==> src/aba_pkg.sv <==
// Shared constants and types for the adaptive banded affine-gap aligner.
// Used by the controller, the datapath and the top level; no dependencies.

package aba_pkg;

	// Band and sequence sizing.
	localparam int BAND_WIDTH = 32;
	localparam int HALF       = BAND_WIDTH / 2;
	localparam int MAX_LEN    = 4096;
	localparam int ADDR_W     = $clog2(MAX_LEN);
	localparam int LEN_W      = $clog2(MAX_LEN + 1);
	localparam int IDX_W      = $clog2(BAND_WIDTH);
	localparam int POS_RAW_W  = $clog2(2 * MAX_LEN + BAND_WIDTH);
	localparam int SEND_W     = 14;
	localparam int POS_W      = (POS_RAW_W > SEND_W) ? POS_RAW_W : SEND_W;
	localparam int CNT_W      = (POS_W > IDX_W) ? POS_W : IDX_W;

	// Best-value search: groups of cells reduced in the first stage.
	localparam int GRP  = 8;
	localparam int NGRP = (BAND_WIDTH + GRP - 1) / GRP;

	// Cell values and bases.
	localparam int CELL_W = 16;
	localparam int SW     = 20;
	localparam logic [CELL_W-1:0] OFFSET = 16'h8000;
	localparam int BASE_W = 3;
	localparam logic [BASE_W-1:0] BASE_N = 3'd4;

	// Result field widths.
	localparam int SCORE_W = 15;
	localparam int FEND_W  = 13;

	// Configuration port.
	localparam int CFG_W     = 8;
	localparam int CFG_IDX_W = 2;
	localparam logic [CFG_IDX_W-1:0] REG_MATCH    = 2'd0;
	localparam logic [CFG_IDX_W-1:0] REG_MISMATCH = 2'd1;
	localparam logic [CFG_IDX_W-1:0] REG_GAP_OPEN = 2'd2;
	localparam logic [CFG_IDX_W-1:0] REG_GAP_EXT  = 2'd3;

	// Commands from the controller to the datapath.
	typedef struct packed {
		logic             load;
		logic             init_clr;
		logic             init_rd;
		logic [IDX_W-1:0] idx;
		logic             set_dir;
		logic             comp;
		logic             capture;
		logic             empty;
	} aba_cmd_t;

	// Status from the datapath to the controller.
	typedef struct packed {
		logic             closes;
		logic             empty;
		logic [POS_W-1:0] steps;
	} aba_status_t;

endpackage

==> src/aba_ctrl.sv <==
// Controller state machine of the aligner: load, band setup, band steps, result.
// Depends on aba_pkg.

module aba_ctrl (
	input  logic                clk,
	input  logic                arst_n,
	input  logic                start,
	output logic                busy,
	output logic                done,
	input  aba_pkg::aba_status_t status,
	output aba_pkg::aba_cmd_t    cmd
);

	typedef enum logic [3:0] {
		ST_IDLE,
		ST_PREP,
		ST_CLR,
		ST_INIT,
		ST_INIT_END,
		ST_DIR,
		ST_READ,
		ST_COMP,
		ST_TAIL1,
		ST_TAIL2,
		ST_FINISH
	} state_t;

	state_t                    state_q;
	logic [aba_pkg::CNT_W-1:0] cnt_q;
	logic                      empty_q;
	logic                      done_q;

	assign busy = (state_q != ST_IDLE);
	assign done = done_q;

	// Command decode from the current state.
	always_comb begin
		cmd          = '0;
		cmd.idx      = cnt_q[aba_pkg::IDX_W-1:0];
		cmd.empty    = empty_q;
		unique case (state_q)
			ST_IDLE:   cmd.load = start;
			ST_CLR:    cmd.init_clr = 1'b1;
			ST_INIT:   cmd.init_rd = 1'b1;
			ST_DIR:    cmd.set_dir = 1'b1;
			ST_COMP:   cmd.comp = 1'b1;
			ST_FINISH: cmd.capture = 1'b1;
			default: ;
		endcase
	end

	// State, counter and result strobe.
	always_ff @(posedge clk or negedge arst_n) begin
		if (!arst_n) begin
			state_q <= ST_IDLE;
			cnt_q   <= '0;
			empty_q <= 1'b0;
			done_q  <= 1'b0;
		end else begin
			done_q <= (state_q == ST_FINISH);
			unique case (state_q)
				ST_IDLE: begin
					if (start && status.closes) begin
						state_q <= ST_PREP;
					end
				end
				ST_PREP: begin
					empty_q <= status.empty;
					state_q <= status.empty ? ST_FINISH : ST_CLR;
				end
				ST_CLR: begin
					cnt_q   <= '0;
					state_q <= ST_INIT;
				end
				ST_INIT: begin
					cnt_q <= cnt_q + 1'b1;
					if (cnt_q == aba_pkg::CNT_W'(aba_pkg::HALF - 1)) begin
						state_q <= ST_INIT_END;
					end
				end
				ST_INIT_END: state_q <= ST_DIR;
				ST_DIR: begin
					cnt_q   <= aba_pkg::CNT_W'(status.steps) - 1'b1;
					state_q <= ST_READ;
				end
				ST_READ: state_q <= ST_COMP;
				ST_COMP: begin
					if (cnt_q == '0) begin
						state_q <= ST_TAIL1;
					end else begin
						cnt_q   <= cnt_q - 1'b1;
						state_q <= ST_READ;
					end
				end
				ST_TAIL1:  state_q <= ST_TAIL2;
				ST_TAIL2:  state_q <= ST_FINISH;
				ST_FINISH: state_q <= ST_IDLE;
				default:   state_q <= ST_IDLE;
			endcase
		end
	end

	// A result is a single-cycle strobe.
	assert property (@(posedge clk) disable iff (!arst_n) done_q |=> !done_q)
		else $error("result strobe held longer than one cycle");

	// An item that closes both sequences starts an alignment.
	assert property (@(posedge clk) disable iff (!arst_n)
		(cmd.load && status.closes) |=> busy)
		else $error("closing item did not start alignment");

	// Band steps continue until the step count runs out.
	assert property (@(posedge clk) disable iff (!arst_n)
		(state_q == ST_COMP && cnt_q != '0) |=> (state_q == ST_READ))
		else $error("band step loop ended early");

endmodule

==> config.mk <==
export PLATFORM = sky130hd
export DESIGN_NAME = aba_ctrl
export DESIGN_NICKNAME = d
export VERILOG_FILES = /design/src/aba_pkg.sv /design/src/aba_ctrl.sv
export SDC_FILE = /design/constraint.sdc
export NUM_CORES = 1
export LEC_CHECK = 0
export BUFFER_PORTS_ARGS = -buffer_cell sky130_fd_sc_hd__buf_2
export CORE_AREA = 2 2 59 61
export DETAILED_ROUTE_END_ITERATION = 8
export DIE_AREA = 0 0 61 63
export GPL_TIMING_DRIVEN = 0
export HOLD_SLACK_MARGIN = 0.05
export PLACE_DENSITY = 0.83
export SLEW_MARGIN = 20
export SYNTH_ARGS = -nofsm -noshare
export SYNTH_HDL_FRONTEND = slang
export SYNTH_SLANG_ARGS = --single-unit
==> constraint.sdc <==
create_clock -name clk -period 5 [get_ports clk]
set_clock_uncertainty 0.2 [all_clocks]
set_input_delay 1 -clock clk [delete_from_list [all_inputs] [get_ports clk]]
set_output_delay 1 -clock clk [all_outputs]
set_load 0.02 [all_outputs]
==> impl_metrics.ini, run 1 <==
[run_status]
outcome = complete, no violations

[drt]
drtPass1Iterations = 4
drc = 0
wl_per_cell_um = 15.0
detail_route.vias_per_cell = 6.16
wl_mm = 4.97
drtIter0Drc = 131
via_count = 2038
ant_nets = 0

[global_routing]
grt_overflow_total = 0
grt_max_degree = 21
grt_pass1_vias = 1927
antenna_found_initial = 0
grt_pass1_wl_mm = 8.60
gr-usage-all-layers_pct = 28.8

[worst_setup_path]
worstPathArrival_ns = 3.95
worstPathCellList = nand4b_1 > clkbuf_1 > clkbuf_1 > xnor2_1 > ha_1 > nand3_1 > o31a_1 > or4_1 > o31a_1 > a2111oi_0 > a211o_1
worst-path-max-fanout = 10
cp-end-kind = flip-flop
critical-path-top-delay-family = compound AO/OA/AOI/OAI gates
critPathLaunchType = flip-flop
rr_worst_depth = 11
worstSetupPathType = flip-flop to flip-flop
worstPathRequired_ns = 5.08
max_stage_delay_ns = 0.47
path_buf_inv = 2
critPathSlowestCell = dfrtp_1
path_depth = 11

[min_path]
holdPathStages = 1
min_path_type = flip-flop to flip-flop

[die]
ios = 33
num_rows = 21
initial_core_util_pct = 57.6
fp.dieH_um = 63
fp.dieArea_um2 = 3840
dieWidth_um = 61
core_um2 = 3230

[clock_network]
numCtsBuffers = 3
ctsHoldBuffers = 0
cts.htree.levels = 1
tritoncts = yes
clkTransAtPathRegs_ns = 0.14
cts.sink_count = 20
clock_latency_ns = 0.33
post_cts_resized = 0
clock_path_buffers = 2
clock-root-buffer = clkbuf_4
cts_setup_buffers = 0

[timing]
setup_viol = 0
clock.fmax_mhz = 258
worst_pin_slew_ns = 0.686
rsz0062_at_grt = false
timing.final.crit_share_pct = 77.4
finalHoldViolCount = 0
worst_slack_ns = 1.13
slew_viol_final = 0
fin_setup_tns_ns = 0
min_period_ns = 3.87
relSlewSlack_pct = 54.1

[pwr]
power_switching_mw = 0.643
switching_share_pct = 53.3
power_frac_seq_pct = 21.6
finalPower_mw = 1.21
p_leak_nw = 0.925
pwr-share-comb_pct = 69.9
peakVddDrop_v = 0.000237
p_int_mw = 0.564
p_per_area_nw_per_um2 = 571
clkPwrFrac_pct = 8.6

[synthesis]
ys.flop_type = dfrtp_1
yosysUniqueCellTypes = 51
synth-seq-cells = 20
yosysWarnings = 0
synth_edf_count = 0
avgSynthCellArea_um2 = 7.47
ys_seq_area_share_pct = 26.9
synthArstFlopShare_pct = 100
synth_cells = 249
syn_area_um2 = 1860
synth_fp_nets = 272

[placement]
port-buffer-count = 32
dp_hpwl_mm = 3.62
place.gp.congestion = 0.926
dp_slack_ns = 1.29
dp_cells = 327
postPlaceCellArea_um2 = 2080

[layout]
drive_above_1_share_pct = 18.9
fin_area_um2 = 2110
fin_cells = 331
syn_to_final_growth_pct = 13.7
diodes = 0
mostFrequentLayoutCell = buf_2
nets = 309
layout_common_cells = buf_2 (37), nand2_1 (23), nor2_1 (23), a21oi_1 (21), dfrtp_1 (20)

[run]
max_cap_violations = 0
## cells in the mapped netlist, types with 5 or more instances
cell type	instances	area share [%]
nand2_1	23	4.6
nor2_1	23	4.6
a21oi_1	21	5.6
dfrtp_1	20	27
o21ai_0	18	4.8
nor3_1	13	3.5
clkbuf_1	11	2.2
inv_1	11	2.2
xnor2_1	9	4.2
buf_4	6	2.4
nor4_1	6	2.0
buf_2	5	1.3
nand4_1	5	1.7
or3_1	5	1.7
xor2_1	5	2.4
## layout make-up
cell class	instances	area, um2
Inverter	12	45.0
Multi-Input combinational cell	195	1200
Timing Repair Buffer	32	160
Tap cell	46	57.6
Fill cell	311	1120
Sequential cell	20	500
Clock buffer	4	36.3
Buffer	22	111
## flip-flops by register name, summed over array words and instances, names as in the netlist
signal,flops
cnt_q,14
done,1
empty_q,1
state_q,4
## power by group through the flow
stage	combinational, mW	sequential [mW]	clock, mW
detailed placement	0.822	0.262	0
global placement	0.812	0.261	0
CTS	0.827	0.258	0.105
floorplan	0.631	0.249	0
global route	0.938	0.267	0.111
finish	0.843	0.260	0.103
## layer usage
layer	global-route usage [%]	wire length (um)	vias up	part of all wire, %
met5	0	0	-	0
met4	11.1	96	0	1.9
met3	5.18	341	11	6.9
met2	44.2	2280	92	46
met1	39.3	2250	948	45
li1	-	-	987	-
## worst reg2reg max path, cell delays in order, from the launching register on
cell and delay [ns]:
dfrtp_1 0.47, nand4b_1 0.25, clkbuf_1 0.38, clkbuf_1 0.46, xnor2_1 0.19, ha_1 0.25, nand3_1 0.14, o31a_1 0.35
or4_1 0.40, o31a_1 0.13, a2111oi_0 0.46, a211o_1 0.15
## final timing paths
check                        endpoint        from  slack [ns]
max reg2reg                 cnt_q[12]  state_q[3]        1.13
max in group asynchronous    cnt_q[6]      arst_n        3.84
min reg2reg                   empty_q     empty_q        0.32
max                         cnt_q[12]  state_q[3]        1.13
min in group asynchronous  state_q[1]      arst_n        0.41
min                           empty_q     empty_q        0.32
## kinds of logic after synthesis
logic type | synth area share (%)
AO/OA/AOI/OAI | 28.5
AND/OR/NAND/NOR | 26.3
buffers and inverters | 8.41
flip-flops | 26.9
multiplexers | 0.605
XOR/XNOR | 6.59
adder cells (fa/ha/maj) | 2.69
## per-stage QoR
step           util (%)  hold slack [ns]
6_report           65.4            0.319
5_1_grt            65.4            0.344
4_1_cts            65.4            0.327
3_5_place_dp       64.3            0.298
3_3_place_gp       64.3            0.294
2_1_floorplan         -            0.277
Power figures use the tool's default switching activity.
==> inputs of run 2 (changes only) <==
--- a/config.mk
+++ b/config.mk
@@ -6,12 +6,12 @@
 export NUM_CORES = 1
 export LEC_CHECK = 0
 export BUFFER_PORTS_ARGS = -buffer_cell sky130_fd_sc_hd__buf_2
-export CORE_AREA = 2 2 59 61
+export CORE_AREA = 2 2 61 63
 export DETAILED_ROUTE_END_ITERATION = 8
-export DIE_AREA = 0 0 61 63
+export DIE_AREA = 0 0 63 65
 export GPL_TIMING_DRIVEN = 0
 export HOLD_SLACK_MARGIN = 0.05
-export PLACE_DENSITY = 0.83
+export PLACE_DENSITY = 0.78
 export SLEW_MARGIN = 20
 export SYNTH_ARGS = -nofsm -noshare
 export SYNTH_HDL_FRONTEND = slang
==> constraint.sdc (replaced) <==
create_clock -name clk -period 3.9 [get_ports clk]
set_clock_uncertainty 0.2 [all_clocks]
set_input_delay 0.78 -clock clk [delete_from_list [all_inputs] [get_ports clk]]
set_output_delay 0.78 -clock clk [all_outputs]
set_load 0.02 [all_outputs]
==> run 2 against run 1 <==
  * Combinational power rose by 27%
  * Via count fell by 1.5%
  * Sequential share of layout area barely moved
  * First-iteration DRC count rose by 48%
  * Total power rose by 27%
  * Critical path depth did not move
  * Register-to-register slack got worse by 0.89 ns
  * Global-route usage fell by 3.8 points
  * Wire length fell by 4.1%
  * Die area rose by 6.6%
  * Sequential power rose by 28%
  * Critical path type unchanged
  * Critical endpoint unchanged
==> impl_metrics.ini, run 2 (synthesis gave the netlist of run 1 again) <==
[pwr]
peakVddDrop_v = 0.000281
p_leak_nw = 0.928
p_per_area_nw_per_um2 = 724

[global_routing]
grt_pass1_vias = 1785
antenna_found_initial = 0
gr-usage-all-layers_pct = 25.0
grt_overflow_total = 0
grt_max_degree = 21
grt_pass1_wl_mm = 8.32

[layout]
layout_common_cells = buf_2 (37), nand2_1 (23), nor2_1 (23), a21oi_1 (21), dfrtp_1 (20)
diodes = 0
top_regs = cnt_q x14, state_q x4
mostFrequentLayoutCell = buf_2
regMostFlops = cnt_q
syn_to_final_growth_pct = 13.9
largest_reg_flops = 14
fin_cells = 333
fin_area_um2 = 2120
drive_above_1_share_pct = 19.3
nets = 309

[timing]
rsz0062_at_grt = false
slew_viol_final = 0
finalHoldViolCount = 0
timing.final.crit_share_pct = 93.9
worst_pin_slew_ns = 0.703
setup_viol = 0
fin_setup_tns_ns = 0
relSlewSlack_pct = 52.9
min_period_ns = 3.66
hold_ws_ns = 0.201
clock.fmax_mhz = 273

[die]
num_rows = 22
dieWidth_um = 63
fp.dieH_um = 65
fp.dieArea_um2 = 4100
initial_core_util_pct = 53.2
ios = 33
core_um2 = 3500

[drt]
via_count = 2007
drtPass1Iterations = 4
detail_route.vias_per_cell = 6.03
ant_nets = 0
wl_mm = 4.77
wl_per_cell_um = 14.3
drtIter0Drc = 194
drc = 0

[clock_network]
tritoncts = yes
clock_latency_ns = 0.31
clock-root-buffer = clkbuf_4
clock_path_buffers = 2
clkTransAtPathRegs_ns = 0.12
cts.htree.levels = 1
cts.sink_count = 20
cts_setup_buffers = 0
numCtsBuffers = 3

[worst_setup_path]
worst-path-max-fanout = 10
r2r_slack_ns = 0.24
startpoint = state_q[3]
r2r_start = state_q[3]
critPathCapture = cnt_q[12]
rr_worst_depth = 11
regToRegEndpoint = cnt_q[12]
worstPathArrival_ns = 3.72
cp-end-kind = flip-flop
worstPathRequired_ns = 3.96
critPathLaunchType = flip-flop
worstSetupPathType = flip-flop to flip-flop

[placement]
port-buffer-count = 32
dp_hpwl_mm = 3.57
dp_cells = 329
postPlaceCellArea_um2 = 2080
place.gp.congestion = 0.929

[min_path]
min_path_type = input port to asynchronous set/reset pin

[run]
max_cap_violations = 0

[run_status]
outcome = complete, no violations
==> run 2: cell counts in the layout (fill, tap and decap cells not counted) <==
Identical to the previous run, type by type.
==> run 2: worst max-delay path: stages, from the launching register on <==
cell,delay [ns]
dfrtp_1,0.47
nand4b_1,0.25
clkbuf_1,0.39
clkbuf_2,0.33
xnor2_1,0.15
ha_1,0.24
nand3_1,0.13
o31a_1,0.34
or4_1,0.41
o31a_1,0.13
a2111oi_0,0.41
a211o_1,0.16
==> run 2: metrics by stage <==
step	total power, mW	util [%]	worst slack [ns]
6_report	1.53	60.6	0.239
3_3_place_gp	1.38	59.5	0.203
2_1_floorplan	1.13	-	0.648
4_1_cts	1.53	60.6	0.139
5_1_grt	1.68	60.6	0.0457
3_5_place_dp	1.40	59.5	0.191
==> run 2: cell type report <==
class,count,area [um2]
clock buffers,4,36.3
plain buffers,22,113
repair buffers,32,160
multi-input cells,195,1200
inverters,12,45.0
fillers,334,1380
well taps,48,60.1
flip-flops and latches,20,500
==> run 2: worst min-delay path by stage <==
stage,to,slack [ns],depth (start not counted)
floorplan,cnt_q[0],0.28,0
finish,done,0.20,1
detailed placement,empty_q,0.30,1
global route,done,0.24,1
global placement,empty_q,0.30,1
CTS,done,0.22,1
==> run 2: per-layer routing <==
metal	track usage (%)	wire (um)	part of all wire [%]	vias up
li1	-	-	-	991
met1	33.9	2150	45	926
met2	42.6	2260	47	83
met3	2.43	295	6.2	7
met4	6.94	67	1.4	0
met5	0	0	0	-
==> run 2: repair_timing <==
action	4_1_cts	5_1_grt
hold buffers	0	0
setup endpoints to repair	0	1
resized for setup	0	2
==> run 2: where the power goes <==
part	total, mW	switching [mW]	internal [mW]
Combinational	1.07	0.680	0.393
Sequential	0.332	0.0597	0.272
Clock	0.128	0.0705	0.0570
Total	1.53	0.810	0.723
==> inputs of run 3 (changes only) <==
--- a/config.mk
+++ b/config.mk
@@ -11,7 +11,7 @@
 export DIE_AREA = 0 0 63 65
 export GPL_TIMING_DRIVEN = 0
 export HOLD_SLACK_MARGIN = 0.05
-export PLACE_DENSITY = 0.78
+export PLACE_DENSITY = 0.89
 export SLEW_MARGIN = 20
 export SYNTH_ARGS = -nofsm -noshare
 export SYNTH_HDL_FRONTEND = slang
==> constraint.sdc (replaced) <==
create_clock -name clk -period 3.75 [get_ports clk]
set_clock_uncertainty 0.2 [all_clocks]
set_input_delay 0.75 -clock clk [delete_from_list [all_inputs] [get_ports clk]]
set_output_delay 0.75 -clock clk [all_outputs]
set_load 0.05 [all_outputs]
==> run 3 against run 2 <==
  * First-iteration DRC count is 11% lower
  * Final area is 0.71% higher
  * Global-route usage is 0.92 points higher
  * Hold slack worse by 0.030 ns
  * Core utilization is 0.43 points higher
  * Largest power group unchanged
  * Highest routed layer unchanged
==> impl_metrics.ini, run 3 (synthesis gave the netlist of run 1 again) <==
[worst_setup_path]
critPathLaunchType = flip-flop
critical-path-top-delay-family = compound AO/OA/AOI/OAI gates
max_stage_delay_ns = 0.46
worstPathCellList = nand4b_1 > clkbuf_2 > clkbuf_2 > xnor2_1 > ha_1 > nand3_1 > o31a_1 > or4_1 > o31a_1 > a31o_1 > a211o_1
worstPathArrival_ns = 3.50
path_buf_inv = 2
worstPathRequired_ns = 3.77
critPathSlowestCell = dfrtp_1
worst-path-max-fanout = 10
cp-end-kind = flip-flop
worstSetupPathType = flip-flop to flip-flop
r2r_slack_ns = 0.28

[global_routing]
met3_usage_pct = 3.30
antenna_found_initial = 0
grt_pass1_wl_mm = 8.51
grt_max_degree = 21
grt_pass1_vias = 1831
use_met2_pct = 42.0
gr-usage-all-layers_pct = 25.9
top_usage_layer = met2
use_met1_pct = 35.3
grt_overflow_total = 0

[layout]
diodes = 0
mostFrequentLayoutCell = buf_2
nets = 310
top_regs = cnt_q x14, state_q x4
largest_reg_flops = 14
syn_to_final_growth_pct = 14.7
drive_above_1_share_pct = 20.3
regMostFlops = cnt_q
layout_common_cells = buf_2 (37), nand2_1 (23), nor2_1 (23), a21oi_1 (21), dfrtp_1 (20)
fin_area_um2 = 2130

[pwr]
pwr-share-comb_pct = 71.9
switching_share_pct = 55.6
p_int_mw = 0.761
power_switching_mw = 0.953
clkPwrFrac_pct = 7.9
power_frac_seq_pct = 20.2
p_per_area_nw_per_um2 = 803
finalPower_mw = 1.71
p_leak_nw = 0.935
peakVddDrop_v = 0.000344

[die]
fp.dieH_um = 65
initial_core_util_pct = 53.2
num_rows = 22
dieWidth_um = 63
fp.dieArea_um2 = 4100
core_um2 = 3500
ios = 33

[clock_network]
cts.sink_count = 20
tritoncts = yes
clock_path_buffers = 2
clock-root-buffer = clkbuf_4
clock_latency_ns = 0.32
numCtsBuffers = 3
cts.htree.levels = 1
clkTransAtPathRegs_ns = 0.13

[drt]
ant_nets = 0
wl_per_cell_um = 14.7
detail_route.vias_per_cell = 5.96
via_count = 1989
wl_mm = 4.91
drtIter0Drc = 173
drc = 0
drtPass1Iterations = 4

[timing]
fin_setup_tns_ns = 0
min_period_ns = 3.47
worst_pin_slew_ns = 0.675
clock.fmax_mhz = 288
timing.final.crit_share_pct = 92.6
worst_slack_ns = 0.279
hold_ws_ns = 0.171
rsz0062_at_grt = false
relSlewSlack_pct = 54.9
setup_viol = 0
slew_viol_final = 0
finalHoldViolCount = 0

[min_path]
min_path_type = input port to asynchronous set/reset pin

[placement]
postPlaceCellArea_um2 = 2080
port-buffer-count = 32
place.gp.congestion = 0.944
dp_slack_ns = 0.0227
dp_hpwl_mm = 3.71

[run]
max_cap_violations = 0

[run_status]
outcome = complete, no violations
## run 3: worst register-to-register path, cell delays in order, from the launching register on
cell and delay [ns]:
dfrtp_1 0.46, nand4b_1 0.27, clkbuf_2 0.22, clkbuf_2 0.24, xnor2_1 0.19, ha_1 0.24, nand3_1 0.14, o31a_1 0.35
or4_1 0.41, o31a_1 0.15, a31o_1 0.22, a211o_1 0.28
## run 3: area by class of cell
| cell class | count | area [um2] |
|---|---|---|
| Buffer | 22 | 114 |
| Tap cell | 48 | 60.1 |
| Multi-Input combinational cell | 195 | 1210 |
| Sequential cell | 20 | 500 |
| Timing Repair Buffer | 33 | 168 |
| Inverter | 12 | 45.0 |
| Clock buffer | 4 | 36.3 |
| Fill cell | 343 | 1360 |
## run 3: final timing paths
check | from | end | cells past startpoint
hold reg to reg | empty_q | empty_q | 1
hold / removal | arst_n | cnt_q[12] | 1
max in group asynchronous | arst_n | cnt_q[2] | 1
min in group clk | empty_q | empty_q | 1
setup reg to reg | state_q[3] | cnt_q[12] | 11
setup / recovery | state_q[3] | cnt_q[12] | 11
## run 3: layer usage
| layer | vias up | routed length [um] |
|---|---|---|
| li1 | 992 | - |
| met1 | 914 | 2230 |
| met2 | 74 | 2310 |
| met3 | 9 | 278 |
| met4 | 0 | 91 |
| met5 | - | 0 |
## run 3: power by group through the flow
stage / sequential [mW] / combinational (mW) / clock (mW)
after CTS: 0.344 / 1.21 / 0.136
final: 0.346 / 1.23 / 0.136
after detailed placement: 0.349 / 1.20 / 0
after global placement: 0.346 / 1.18 / 0
after floorplan: 0.334 / 0.944 / 0
after global routing: 0.356 / 1.35 / 0.145
## run 3: metrics by stage
| stage | utilization, % | cells |
|---|---|---|
| after floorplan | - | 249 |
| after global placement | 59.5 | 329 |
| after CTS | 60.6 | 333 |
| after global routing | 61.0 | 334 |
| final | 61.0 | 334 |
| after detailed placement | 59.5 | 329 |
## run 3: timing repair
item                       CTS  global route
setup endpoints to repair    1             1
hold buffers                 0             0
resized for setup            1             4
hold endpoints to repair     0             0
cloned                       0             0
setup buffers                0             1
